## src/sv/aus_pkg.sv

```systemverilog
// Shared types and constants for the access unit splitter
package aus_pkg;

  localparam int LENGTH_BITS = 24;
  localparam logic [7:0] MAX_POINTS = 8'd128;
  localparam logic [4:0] SEI_HDR_LEN = 5'd30;
  localparam logic [4:0] SEI_COUNT_POS = 5'd27;
  localparam logic [15:0] SEI_SIZE_MIN = 16'd33;
  localparam logic [15:0] SEI_NEST_MIN = 16'd30;
  localparam int CMDQ_DEPTH = 4;
  localparam int CMDQ_AW = 2;

  localparam logic [4:0] DROP_RST = 5'd31;
  localparam logic [4:0] DELA_RST = 5'd9;
  localparam logic [4:0] DELB_RST = 5'd24;
  localparam logic [7:0] SEI_CODE_RST = 8'd37;

  localparam logic [4:0] NAL_SLICE_LO = 5'd1;
  localparam logic [4:0] NAL_IDR = 5'd5;
  localparam logic [4:0] NAL_SEI = 5'd6;
  localparam logic [4:0] NAL_SLICE_EXT = 5'd20;

  typedef enum logic [1:0] {
    REG_DROP_TYPE  = 2'd0,
    REG_DELIM_A    = 2'd1,
    REG_DELIM_B    = 2'd2,
    REG_SEI_CODE   = 2'd3
  } reg_idx_t;

  typedef enum logic [2:0] {
    OP_NORM = 3'd0,
    OP_SC   = 3'd1,
    OP_HDR  = 3'd2,
    OP_EOS  = 3'd3,
    OP_EOS4 = 3'd4
  } cmd_op_t;

  typedef struct packed {
    cmd_op_t     op;
    logic [7:0]  data;
    logic [1:0]  nzero;
  } cmd_t;

  typedef struct packed {
    logic [4:0] drop_type;
    logic [4:0] delim_a;
    logic [4:0] delim_b;
    logic [7:0] sei_code;
  } cfg_t;

  typedef enum logic [3:0] {
    SP_IDLE   = 4'd0,
    SP_TYPE   = 4'd1,
    SP_SIZE   = 4'd2,
    SP_PAY0   = 4'd3,
    SP_PAY1   = 4'd4,
    SP_NEST   = 4'd5,
    SP_HDR    = 4'd6,
    SP_POINTS = 4'd7,
    SP_DONE   = 4'd8
  } sei_phase_t;

  typedef struct packed {
    sei_phase_t  phase;
    logic [15:0] accum;
    logic [15:0] nest;
    logic [15:0] paid;
    logic [4:0]  idx;
    logic [7:0]  target;
    logic [7:0]  cfirst;
    logic [7:0]  ccount;
  } sei_t;

  localparam sei_t SEI_IDLE = '{SP_IDLE, 16'd0, 16'd0, 16'd0, 5'd0, 8'd0, 8'd0, 8'd0};

endpackage

```

## src/sv/aus_front.sv

```systemverilog
// Start code detector: turns stream bytes into execution requests
module aus_front (
  input  logic            clk,
  input  logic            rst_n,
  input  logic            acc,
  input  logic [7:0]      byte_in,
  input  logic            eos,
  output logic            cmd_push,
  output aus_pkg::cmd_t   cmd
);

  logic [2:0] held_r, held_nxt;

  always_comb begin
    held_nxt = held_r;
    cmd_push = 1'b0;
    cmd.op = aus_pkg::OP_NORM;
    cmd.data = byte_in;
    cmd.nzero = 2'd0;
    if (acc) begin
      if (eos) begin
        cmd_push = 1'b1;
        cmd.op = (held_r == 3'd4) ? aus_pkg::OP_EOS4 : aus_pkg::OP_EOS;
        cmd.nzero = held_r[1:0];
        held_nxt = 3'd0;
      end else if (held_r == 3'd4) begin
        cmd_push = 1'b1;
        cmd.op = aus_pkg::OP_HDR;
        held_nxt = 3'd0;
      end else if (byte_in == 8'd0) begin
        if (held_r == 3'd3) begin
          cmd_push = 1'b1;
        end else begin
          held_nxt = held_r + 3'd1;
        end
      end else if (byte_in == 8'd1 && held_r >= 3'd2) begin
        cmd_push = 1'b1;
        cmd.op = aus_pkg::OP_SC;
        held_nxt = 3'd4;
      end else begin
        cmd_push = 1'b1;
        cmd.nzero = held_r[1:0];
        held_nxt = 3'd0;
      end
    end
  end

  always_ff @(posedge clk) begin
    if (!rst_n) begin
      held_r <= 3'd0;
    end else begin
      held_r <= held_nxt;
    end
  end

endmodule

```

## src/sv/aus_cmdq.sv

```systemverilog
// Short request queue between the detector and the unit builder
module aus_cmdq (
  input  logic            clk,
  input  logic            rst_n,
  input  logic            push,
  input  aus_pkg::cmd_t   wdata,
  input  logic            pop,
  output aus_pkg::cmd_t   rdata,
  output logic            full,
  output logic            empty
);

  aus_pkg::cmd_t mem_r [aus_pkg::CMDQ_DEPTH];
  logic [aus_pkg::CMDQ_AW-1:0] wp_r, rp_r;
  logic [aus_pkg::CMDQ_AW:0] cnt_r;

  assign full = (cnt_r == (aus_pkg::CMDQ_AW+1)'(aus_pkg::CMDQ_DEPTH));
  assign empty = (cnt_r == '0);
  assign rdata = mem_r[rp_r];

  always_ff @(posedge clk) begin
    if (push) begin
      mem_r[wp_r] <= wdata;
    end
  end

  always_ff @(posedge clk) begin
    if (!rst_n) begin
      wp_r <= '0;
      rp_r <= '0;
      cnt_r <= '0;
    end else begin
      if (push) begin
        wp_r <= wp_r + 1'b1;
      end
      if (pop) begin
        rp_r <= rp_r + 1'b1;
      end
      if (push && !pop) begin
        cnt_r <= cnt_r + 1'b1;
      end else if (pop && !push) begin
        cnt_r <= cnt_r - 1'b1;
      end
    end
  end

endmodule

```

## src/sv/aus_back.sv

```systemverilog
// Unit builder: emits bytes and summaries, tracks counters and the offset SEI
module aus_back (
  input  logic               clk,
  input  logic               rst_n,
  input  aus_pkg::cfg_t      cfg,
  input  logic               q_empty,
  input  aus_pkg::cmd_t      cmd,
  output logic               q_pop,
  output logic               out_empty,
  input  logic               out_pop,
  output logic               out_kind,
  output logic [7:0]         out_byte_out,
  output logic [23:0]        out_unit_length,
  output logic [7:0]         out_slice_count,
  output logic               out_idr_seen,
  output logic               out_offset_valid,
  output logic signed [7:0]  out_first_offset,
  output logic [7:0]         out_pt_count,
  output logic               out_last
);

  localparam logic [aus_pkg::LENGTH_BITS-1:0] LEN_MAX = '1;

  function automatic logic [15:0] sat16(input logic [15:0] a, input logic [7:0] b);
    logic [16:0] s;
    s = {1'b0, a} + {9'd0, b};
    return s[16] ? 16'hffff : s[15:0];
  endfunction

  function automatic aus_pkg::sei_t sei_feed(input aus_pkg::sei_t s, input logic [7:0] b,
                                             input logic [7:0] st);
    aus_pkg::sei_t n;
    n = s;
    if (s.phase != aus_pkg::SP_IDLE && s.phase != aus_pkg::SP_TYPE &&
        s.phase != aus_pkg::SP_SIZE) begin
      n.paid = sat16(s.paid, 8'd1);
    end
    case (s.phase)
      aus_pkg::SP_TYPE, aus_pkg::SP_SIZE: begin
        n.accum = sat16(s.accum, b);
        if (b != 8'hff) begin
          if (s.phase == aus_pkg::SP_TYPE) begin
            if (n.accum != {8'd0, st}) begin
              n.phase = aus_pkg::SP_IDLE;
            end else begin
              n.accum = 16'd0;
              n.phase = aus_pkg::SP_SIZE;
            end
          end else begin
            if (n.accum <= aus_pkg::SEI_SIZE_MIN) begin
              n.phase = aus_pkg::SP_IDLE;
            end else begin
              n.paid = 16'd0;
              n.phase = aus_pkg::SP_PAY0;
            end
          end
        end
      end
      aus_pkg::SP_PAY0: n.phase = b[7] ? aus_pkg::SP_IDLE : aus_pkg::SP_PAY1;
      aus_pkg::SP_PAY1: begin
        n.nest = 16'd0;
        n.phase = aus_pkg::SP_NEST;
      end
      aus_pkg::SP_NEST: begin
        n.nest = sat16(s.nest, b);
        if (b != 8'hff) begin
          if (n.nest <= aus_pkg::SEI_NEST_MIN) begin
            n.phase = aus_pkg::SP_IDLE;
          end else begin
            n.idx = 5'd0;
            n.target = 8'd0;
            n.ccount = 8'd0;
            n.cfirst = 8'd0;
            n.phase = aus_pkg::SP_HDR;
          end
        end
      end
      aus_pkg::SP_HDR: begin
        if (s.idx == aus_pkg::SEI_COUNT_POS) begin
          n.target = (b > aus_pkg::MAX_POINTS) ? aus_pkg::MAX_POINTS : b;
        end
        n.idx = s.idx + 5'd1;
        if (n.idx >= aus_pkg::SEI_HDR_LEN) begin
          n.phase = (n.target == 8'd0) ? aus_pkg::SP_DONE : aus_pkg::SP_POINTS;
        end
      end
      aus_pkg::SP_POINTS: begin
        if (s.ccount == 8'd0) begin
          n.cfirst = b[7] ? (8'd0 - {1'b0, b[6:0]}) : {1'b0, b[6:0]};
        end
        n.ccount = s.ccount + 8'd1;
        if (n.ccount >= s.target) begin
          n.phase = aus_pkg::SP_DONE;
        end
      end
      default: ;
    endcase
    return n;
  endfunction

  logic [2:0] k_r, k_nxt;
  logic drop_r, drop_nxt, open_r, open_nxt;
  logic [aus_pkg::LENGTH_BITS-1:0] ub_r, ub_nxt;
  logic [7:0] sl_r, sl_nxt;
  logic idr_r, idr_nxt;
  aus_pkg::sei_t sei_r, sei_nxt;
  logic ok_r, ok_nxt;
  logic [7:0] of_r, of_nxt, op_r, op_nxt;

  logic ov_r, ov_nxt;
  logic kind_r, kind_nxt, last_r, last_nxt;
  logic [7:0] ob_r, ob_nxt;
  logic [23:0] ol_r, ol_nxt;
  logic [7:0] osl_r, osl_nxt, ofo_r, ofo_nxt, opc_r, opc_nxt;
  logic oidr_r, oidr_nxt, ook_r, ook_nxt;

  logic go, pay_en, body_en, sum_en, sum_last, done;
  logic sum_ok;
  logic [7:0] sum_of, sum_op;
  logic [7:0] pay_b;
  logic [4:0] t;

  assign t = cmd.data[4:0];
  assign out_empty = !ov_r;
  assign go = !q_empty && (!ov_r || out_pop);
  assign q_pop = go && done;

  always_comb begin
    k_nxt = k_r;
    drop_nxt = drop_r;
    open_nxt = open_r;
    ub_nxt = ub_r;
    sl_nxt = sl_r;
    idr_nxt = idr_r;
    sei_nxt = sei_r;
    ok_nxt = ok_r;
    of_nxt = of_r;
    op_nxt = op_r;
    sum_ok = ok_r;
    sum_of = of_r;
    sum_op = op_r;
    pay_en = 1'b0;
    body_en = 1'b0;
    pay_b = 8'd0;
    sum_en = 1'b0;
    sum_last = 1'b0;
    done = 1'b0;
    last_nxt = 1'b0;
    if (go) begin
      case (cmd.op)
        aus_pkg::OP_NORM: begin
          body_en = 1'b1;
          if (k_r < {1'b0, cmd.nzero}) begin
            k_nxt = k_r + 3'd1;
          end else begin
            pay_b = cmd.data;
            last_nxt = 1'b1;
            done = 1'b1;
          end
        end
        aus_pkg::OP_SC: begin
          if (sei_r.phase == aus_pkg::SP_DONE && sei_r.paid >= sei_r.nest && !ok_r) begin
            ok_nxt = 1'b1;
            of_nxt = sei_r.cfirst;
            op_nxt = sei_r.ccount;
          end
          sei_nxt = aus_pkg::SEI_IDLE;
          done = 1'b1;
        end
        aus_pkg::OP_HDR: begin
          case (k_r)
            3'd0: begin
              sei_nxt = aus_pkg::SEI_IDLE;
              if (t == cfg.drop_type) begin
                drop_nxt = 1'b1;
                done = 1'b1;
              end else begin
                drop_nxt = 1'b0;
                if ((t == cfg.delim_a || t == cfg.delim_b) && open_r) begin
                  sum_en = 1'b1;
                  k_nxt = 3'd1;
                end else begin
                  pay_en = 1'b1;
                  k_nxt = 3'd2;
                end
                if (t == cfg.delim_a || t == cfg.delim_b) begin
                  open_nxt = 1'b1;
                end
              end
            end
            3'd1, 3'd2, 3'd3: begin
              pay_en = 1'b1;
              k_nxt = k_r + 3'd1;
            end
            3'd4: begin
              pay_en = 1'b1;
              pay_b = 8'd1;
              k_nxt = 3'd5;
            end
            default: begin
              pay_en = 1'b1;
              pay_b = cmd.data;
              last_nxt = 1'b1;
              done = 1'b1;
              if ((t >= aus_pkg::NAL_SLICE_LO && t <= aus_pkg::NAL_IDR) ||
                  t == aus_pkg::NAL_SLICE_EXT) begin
                if (sl_r != 8'hff) begin
                  sl_nxt = sl_r + 8'd1;
                end
              end
              if (t == aus_pkg::NAL_IDR) begin
                idr_nxt = 1'b1;
              end
              if (t == aus_pkg::NAL_SEI) begin
                sei_nxt.phase = aus_pkg::SP_TYPE;
                sei_nxt.accum = 16'd0;
              end
            end
          endcase
        end
        aus_pkg::OP_EOS4: begin
          if (k_r == 3'd0) begin
            if (sei_r.phase == aus_pkg::SP_DONE && sei_r.paid >= sei_r.nest && !ok_r) begin
              ok_nxt = 1'b1;
              of_nxt = sei_r.cfirst;
              op_nxt = sei_r.ccount;
            end
            sei_nxt = aus_pkg::SEI_IDLE;
            drop_nxt = 1'b0;
          end
          if (k_r < 3'd4) begin
            pay_en = 1'b1;
            pay_b = (k_r == 3'd3) ? 8'd1 : 8'd0;
            k_nxt = k_r + 3'd1;
          end else begin
            sum_en = 1'b1;
            sum_last = 1'b1;
            done = 1'b1;
          end
        end
        default: begin
          if (k_r < {1'b0, cmd.nzero}) begin
            body_en = 1'b1;
            k_nxt = k_r + 3'd1;
          end else begin
            if (sei_r.phase == aus_pkg::SP_DONE && sei_r.paid >= sei_r.nest && !ok_r) begin
              ok_nxt = 1'b1;
              of_nxt = sei_r.cfirst;
              op_nxt = sei_r.ccount;
            end
            sum_en = (ub_r != '0);
            sum_last = 1'b1;
            done = 1'b1;
          end
        end
      endcase
      if (body_en) begin
        pay_en = !drop_r;
        if (!drop_r) begin
          sei_nxt = sei_feed(sei_r, pay_b, cfg.sei_code);
        end
      end
      if (pay_en && ub_r != LEN_MAX) begin
        ub_nxt = ub_r + 1'b1;
      end
      sum_ok = ok_nxt;
      sum_of = of_nxt;
      sum_op = op_nxt;
      if (cmd.op == aus_pkg::OP_HDR && sum_en) begin
        ub_nxt = '0;
        sl_nxt = 8'd0;
        idr_nxt = 1'b0;
        ok_nxt = 1'b0;
        of_nxt = 8'd0;
        op_nxt = 8'd0;
      end
      if (sum_last) begin
        drop_nxt = 1'b0;
        open_nxt = 1'b0;
        ub_nxt = '0;
        sl_nxt = 8'd0;
        idr_nxt = 1'b0;
        sei_nxt = aus_pkg::SEI_IDLE;
        ok_nxt = 1'b0;
        of_nxt = 8'd0;
        op_nxt = 8'd0;
      end
      if (done) begin
        k_nxt = 3'd0;
      end
    end
  end

  // output slot and unit bookkeeping that follows the emitted request
  always_comb begin
    ov_nxt = ov_r && !out_pop;
    kind_nxt = kind_r;
    ob_nxt = ob_r;
    ol_nxt = ol_r;
    osl_nxt = osl_r;
    oidr_nxt = oidr_r;
    ook_nxt = ook_r;
    ofo_nxt = ofo_r;
    opc_nxt = opc_r;
    if (pay_en || sum_en) begin
      ov_nxt = 1'b1;
      kind_nxt = sum_en;
      ob_nxt = sum_en ? 8'd0 : pay_b;
      ol_nxt = sum_en ? 24'(ub_r) : 24'd0;
      osl_nxt = sum_en ? sl_r : 8'd0;
      oidr_nxt = sum_en && idr_r;
      ook_nxt = sum_en && sum_ok;
      ofo_nxt = (sum_en && sum_ok) ? sum_of : 8'd0;
      opc_nxt = (sum_en && sum_ok) ? sum_op : 8'd0;
    end
  end

  always_ff @(posedge clk) begin
    if (!rst_n) begin
      k_r <= 3'd0;
      drop_r <= 1'b0;
      open_r <= 1'b0;
      ub_r <= '0;
      sl_r <= 8'd0;
      idr_r <= 1'b0;
      sei_r <= aus_pkg::SEI_IDLE;
      ok_r <= 1'b0;
      of_r <= 8'd0;
      op_r <= 8'd0;
      ov_r <= 1'b0;
    end else begin
      k_r <= k_nxt;
      drop_r <= drop_nxt;
      open_r <= open_nxt;
      ub_r <= ub_nxt;
      sl_r <= sl_nxt;
      idr_r <= idr_nxt;
      sei_r <= sei_nxt;
      ok_r <= ok_nxt;
      of_r <= of_nxt;
      op_r <= op_nxt;
      ov_r <= ov_nxt;
    end
  end

  always_ff @(posedge clk) begin
    kind_r <= kind_nxt;
    ob_r <= ob_nxt;
    ol_r <= ol_nxt;
    osl_r <= osl_nxt;
    oidr_r <= oidr_nxt;
    ook_r <= ook_nxt;
    ofo_r <= ofo_nxt;
    opc_r <= opc_nxt;
    if (pay_en || sum_en) begin
      last_r <= last_nxt || sum_last;
    end
  end

  assign out_kind = kind_r;
  assign out_byte_out = ob_r;
  assign out_unit_length = ol_r;
  assign out_slice_count = osl_r;
  assign out_idr_seen = oidr_r;
  assign out_offset_valid = ook_r;
  assign out_first_offset = signed'(ofo_r);
  assign out_pt_count = opc_r;
  assign out_last = last_r;

endmodule

```

## src/sv/h264_access_unit_splitter_top.sv

```systemverilog
// H.264 Annex B access unit splitter, top level
// An accepted byte's result passes the request queue, then the registered output slot.
// Throughput: one byte per cycle for ordinary payload while the output is popped; a held
// zero is emitted as its own byte. A NAL header becomes an optional summary plus a widened
// start code, absorbed by a 4-entry queue. End of stream flushes held bytes and a summary.
// Reset (rst_n low, synchronous) clears parse, unit and queue state and restores register defaults.
module h264_access_unit_splitter_top (
  input  logic               clk,
  input  logic               rst_n,
  input  logic               in_push,
  output logic               in_full,
  input  logic [7:0]         in_byte_in,
  input  logic               in_end_of_stream,
  output logic               out_empty,
  input  logic               out_pop,
  output logic               out_kind,
  output logic [7:0]         out_byte_out,
  output logic [23:0]        out_unit_length,
  output logic [7:0]         out_slice_count,
  output logic               out_idr_seen,
  output logic               out_offset_valid,
  output logic signed [7:0]  out_first_offset,
  output logic [7:0]         out_pt_count,
  output logic               out_last,
  input  logic               cfg_valid,
  output logic               cfg_ready,
  input  logic [1:0]         cfg_index,
  input  logic [7:0]         cfg_data
);

  aus_pkg::cfg_t cfg_r;
  aus_pkg::cmd_t f_cmd, q_cmd;
  logic f_push, q_pop, q_empty, acc;

  assign cfg_ready = 1'b1;
  assign acc = in_push && !in_full;

  always_ff @(posedge clk) begin
    if (!rst_n) begin
      cfg_r.drop_type <= aus_pkg::DROP_RST;
      cfg_r.delim_a <= aus_pkg::DELA_RST;
      cfg_r.delim_b <= aus_pkg::DELB_RST;
      cfg_r.sei_code <= aus_pkg::SEI_CODE_RST;
    end else if (cfg_valid && cfg_ready) begin
      unique case (aus_pkg::reg_idx_t'(cfg_index))
        aus_pkg::REG_DROP_TYPE: cfg_r.drop_type <= cfg_data[4:0];
        aus_pkg::REG_DELIM_A:   cfg_r.delim_a <= cfg_data[4:0];
        aus_pkg::REG_DELIM_B:   cfg_r.delim_b <= cfg_data[4:0];
        aus_pkg::REG_SEI_CODE:  cfg_r.sei_code <= cfg_data;
        default: ;
      endcase
    end
  end

  aus_front u_front (
    .clk      (clk),
    .rst_n    (rst_n),
    .acc      (acc),
    .byte_in  (in_byte_in),
    .eos      (in_end_of_stream),
    .cmd_push (f_push),
    .cmd      (f_cmd)
  );

  aus_cmdq u_cmdq (
    .clk   (clk),
    .rst_n (rst_n),
    .push  (f_push),
    .wdata (f_cmd),
    .pop   (q_pop),
    .rdata (q_cmd),
    .full  (in_full),
    .empty (q_empty)
  );

  aus_back u_back (
    .clk              (clk),
    .rst_n            (rst_n),
    .cfg              (cfg_r),
    .q_empty          (q_empty),
    .cmd              (q_cmd),
    .q_pop            (q_pop),
    .out_empty        (out_empty),
    .out_pop          (out_pop),
    .out_kind         (out_kind),
    .out_byte_out     (out_byte_out),
    .out_unit_length  (out_unit_length),
    .out_slice_count  (out_slice_count),
    .out_idr_seen     (out_idr_seen),
    .out_offset_valid (out_offset_valid),
    .out_first_offset (out_first_offset),
    .out_pt_count     (out_pt_count),
    .out_last         (out_last)
  );

endmodule
```

## config.mk

```make
export PLATFORM = sky130hd
export DESIGN_NAME = h264_access_unit_splitter_top
export DESIGN_NICKNAME = d
export VERILOG_FILES = /design/src/sv/aus_pkg.sv /design/src/sv/aus_front.sv /design/src/sv/aus_cmdq.sv /design/src/sv/aus_back.sv /design/src/sv/h264_access_unit_splitter_top.sv
export SDC_FILE = /design/constraint.sdc
export NUM_CORES = 1
export LEC_CHECK = 0
export BUFFER_PORTS_ARGS = -buffer_cell sky130_fd_sc_hd__buf_2
export CORE_UTILIZATION = 58
export CTS_BUF_LIST = sky130_fd_sc_hd__clkbuf_4 sky130_fd_sc_hd__clkbuf_8
export CTS_CLUSTER_SIZE = 30
export DETAILED_ROUTE_END_ITERATION = 12
export PLACE_DENSITY = 0.79
export SLEW_MARGIN = 20
export SYNTH_ARGS = -nofsm -noshare
export SYNTH_HDL_FRONTEND = slang
export SYNTH_HIERARCHICAL = 1
export SYNTH_SLANG_ARGS = --single-unit
```

## constraint.sdc

```tcl
create_clock -name clk -period 7.5 [get_ports clk]
set_input_delay 0.75 -clock clk [delete_from_list [all_inputs] [get_ports clk]]
set_output_delay 0.75 -clock clk [all_outputs]
set_load 0.01 [all_outputs]
```

==> flow_summary.yaml <==
timing:
  setup_ws_ns: 1.185
  rsz0062_at_grt: "false"
  tightest_slew_ns: 1.021
  skew_ns: 0.02633
  relSlewSlack_pct: 31.76
  max_freq_ghz: 0.1584
  fin_crit_sh_pct: 84.20
  whs_ns: 0.4443
  finalMaxSlewViolations: 0
  min_period_ns: 6.315
  finalSetupViolCount: 0
  hold_viol: 0
  finalSetupTns_ns: 0
hold_path:
  hp-start: "cfg_data[6]"
  hold_depth: 3
  worstHoldPathType: "in -> reg"
power:
  clkPwrFrac_pct: 27.0
  p_leak_nw: 6.953
  combPwrFrac_pct: 37.3
  p_sw_w: 0.002214
  sw_frac_of_total_pct: 38.51
  p_seq_share_pct: 35.7
  fin_total_pwr_w: 0.005748
  vdd_drop_max_mv: 0.2310
  p_int_w: 0.003534
  pwr_density_cell_nw_per_um2: 319.1
yosys:
  ys_ff_latch: 284
  seq_area_frac_synth_pct: 41.72
  yosysUniqueCellTypes: 98
  synth_area_leaders: "dfxtp_1 (21%), edfxtp_1 (21%), ha_1 (5.1%)"
  netlist_instances: 1777
  yosysWarnings: 6
  mappedNetlistNets: 1871
  syn_area_per_cell_um2: 9.182
  netlist.area_leader.share_pct: 21.10
  async_flop_share_pct: 0
  synthFlopType: "dfxtp_1"
  synth_area_um2: 16320
  synth_edf_count: 112
  synth_area_leader_cell: "dfxtp_1"
route:
  drtIter0Drc: 1302
  wl_mm: 40.15
  wl_per_cell_um: 17.85
  drtPass1Iterations: 8
  viasPerCell: 6.192
  vias: 13930
  post-route-drc-count: 0
  ant_nets: 0
cts:
  insertion_delay_ns: 0.56
  cts.sinks: 284
  cts-root-buf: "clkbuf_8"
  h-tree-depth: 2
  cts.repair.resized: 0
  cts.path.max_buffers: 3
  cts_made_buffers: 49
  cts.hold.buffers_added: 0
  path_clk_slew_ns: 0.06
  cts_tree: "yes"
  cts_setup_buffers: 0
placement:
  place_ws_ns: 1.334
  portBuffers: 85
  dpl.hpwl_mm: 28.28
  place.gp.congestion: 0.9496
  post_dp_cell_area_um2: 16910
floorplan:
  fp-row-count: 61
  dieArea_um2: 28800
  fp.dieW_um: 169.7
  core_area_um2: 27710
  start_util_pct: 58.89
  die_h_um: 169.7
  num_io_pins: 87
setup_path:
  required_ns: 7.94
  path_class: "reg -> reg"
  endpoint_kind: "register"
  ff2ff_path_depth: 19
  cp_max_fo: 20
  worstSetupStartpointType: "register"
  cp.arrival_ns: 6.76
cells_and_area:
  diodes: 0
  finalInstanceArea_um2: 18010
  fillers: 2262
  fin_nets: 1929
  area_growth_pct: 10.41
  ff_latch_area_um2: 6807
  drive_gt1_share_pct: 12.72
  multi_input_area_um2: 8826
grt:
  antenna_found_initial: 1
  track_usage_pct: 27.58
  grt_pass1_wl_mm: 63.91
  overflow: 0
  grt_max_degree: 64
  grt_pass1_vias: 12780
status:
  run_status: "finished clean"
flow_run:
  maxCapViolations: 0
power by group through the flow:
stage | clock (W) | combinational, W | sequential, W
6_report | 0.00155 | 0.00214 | 0.00205
3_3_place_gp | 0 | 0.00206 | 0.00208
5_1_grt | 0.00165 | 0.00231 | 0.00208
3_5_place_dp | 0 | 0.00208 | 0.00208
2_1_floorplan | 0 | 0.00137 | 0.00219
4_1_cts | 0.00158 | 0.00210 | 0.00205
area by class of cell:
cell class	instances	share of cell area (%)
clock inverter	17	1.195
clock buffer	70	4.932
tap	378	2.626
multi-input combinational	1328	49.00
sequential	284	37.79
inverter	73	1.521
timing repair buffer	99	2.945
sequential cells by signal, summed over array words and instances (netlist names), 23 cells and up, named ones only:
signal                  cells
u_back/out_unit_length     24
u_back/ub_r                24
cfg_r                      23
u_cmdq/mem_r               52
u_back/sei_r               81
stage by stage:
| step | util, % | std cells |
|---|---|---|
| 3_5_place_dp | 61.03 | 2162 |
| 6_report | 65.02 | 2249 |
| 3_3_place_gp | 61.03 | 2162 |
| 5_1_grt | 65.02 | 2249 |
| 2_1_floorplan | - | 1777 |
| 4_1_cts | 65.01 | 2249 |
Yosys cell counts (19+ instances only):
library cell    n
nor2_1        164
xnor2_1        29
a31oi_1        24
nor2b_1        32
xor2_1         25
mux2i_1        60
a21oi_1       109
nand4_1        19
a21o_1         25
clkbuf_1       59
and3_1         20
and2_1         63
dfxtp_1       172
o22ai_1        19
ha_1           67
inv_1          71
nand3_1        54
nand2_1       180
edfxtp_1      112
o21ai_0        80
nor3_1         44
per-layer routing:
layer	share of wire, %	wire, um	vias up	GRT usage (%)
met5	0.17	70	-	1.217
met4	4.3	1745	4	13.55
met3	6.8	2718	129	5.014
met2	46	18610	554	45.42
met1	42	17010	6572	34.72
li1	-	-	6667	-
cell usage in the layout, fill, tap and decap left out, types with 12 or more instances in the layout:
| cell type | netlist | layout |
|---|---|---|
| nand4_1 | 19 | 19 |
| a22o_1 | 12 | 12 |
| a21o_1 | 25 | 25 |
| a221oi_1 | 18 | 18 |
| inv_1 | 71 | 71 |
| o22ai_1 | 19 | 19 |
| or3_1 | 13 | 13 |
| nor2b_1 | 32 | 32 |
| a31oi_1 | 24 | 24 |
| and3_1 | 20 | 20 |
| xor2_1 | 25 | 25 |
| edfxtp_1 | 112 | 112 |
| clkbuf_8 | 0 | 58 |
| o31ai_1 | 12 | 12 |
| ha_1 | 67 | 67 |
| nand2b_1 | 18 | 18 |
| dfxtp_1 | 172 | 172 |
| buf_2 | 17 | 85 |
| nor4_1 | 15 | 15 |
| o21ai_0 | 80 | 79 |
| nor2_1 | 164 | 164 |
| nand3_1 | 54 | 54 |
| buf_4 | 11 | 14 |
| o211ai_1 | 13 | 13 |
| nor3_1 | 44 | 44 |
| and2_1 | 63 | 63 |
| mux2i_1 | 60 | 60 |
| nand2_1 | 180 | 180 |
| clkbuf_4 | 0 | 12 |
| a21oi_1 | 109 | 109 |
| xnor2_1 | 29 | 29 |
final timing paths:
| path | endpoint | slack (ns) |
|---|---|---|
| setup / recovery | u_back/sei_r[69] | 1.19 |
| setup reg to reg | u_back/sei_r[69] | 1.19 |
| hold / removal | cfg_r[6] | 0.44 |
| hold reg to reg | u_back/idr_r | 0.46 |
cell families after synthesis:
family / count (synthesis) / share of synthesized area, %
compound gates: 455 / 19.36
xor+xnor: 55 / 3.037
fa+ha+maj: 71 / 5.567
buf+inv: 165 / 4.271
flops: 284 / 41.72
mux: 74 / 5.614
other cells: 1 / 0.02298
simple gates: 672 / 20.41
critical path, stage by stage, from the launching register on:
cell and delay, ns:
dfxtp_1 0.70, mux4_2 0.57, inv_1 0.19, nor4_1 0.44
o21a_1 0.44, a21oi_1 0.32, inv_1 0.23, ha_1 0.24
inv_1 0.07, fa_1 0.40, nand2b_1 0.20, a21o_1 0.21
a21o_1 0.28, nor2_1 0.14, buf_4 0.19, o2111ai_1 0.20
a2111oi_4 0.71, buf_4 0.30, nor3_1 0.07, o221a_2 0.29
Power figures use the tool's default switching activity.
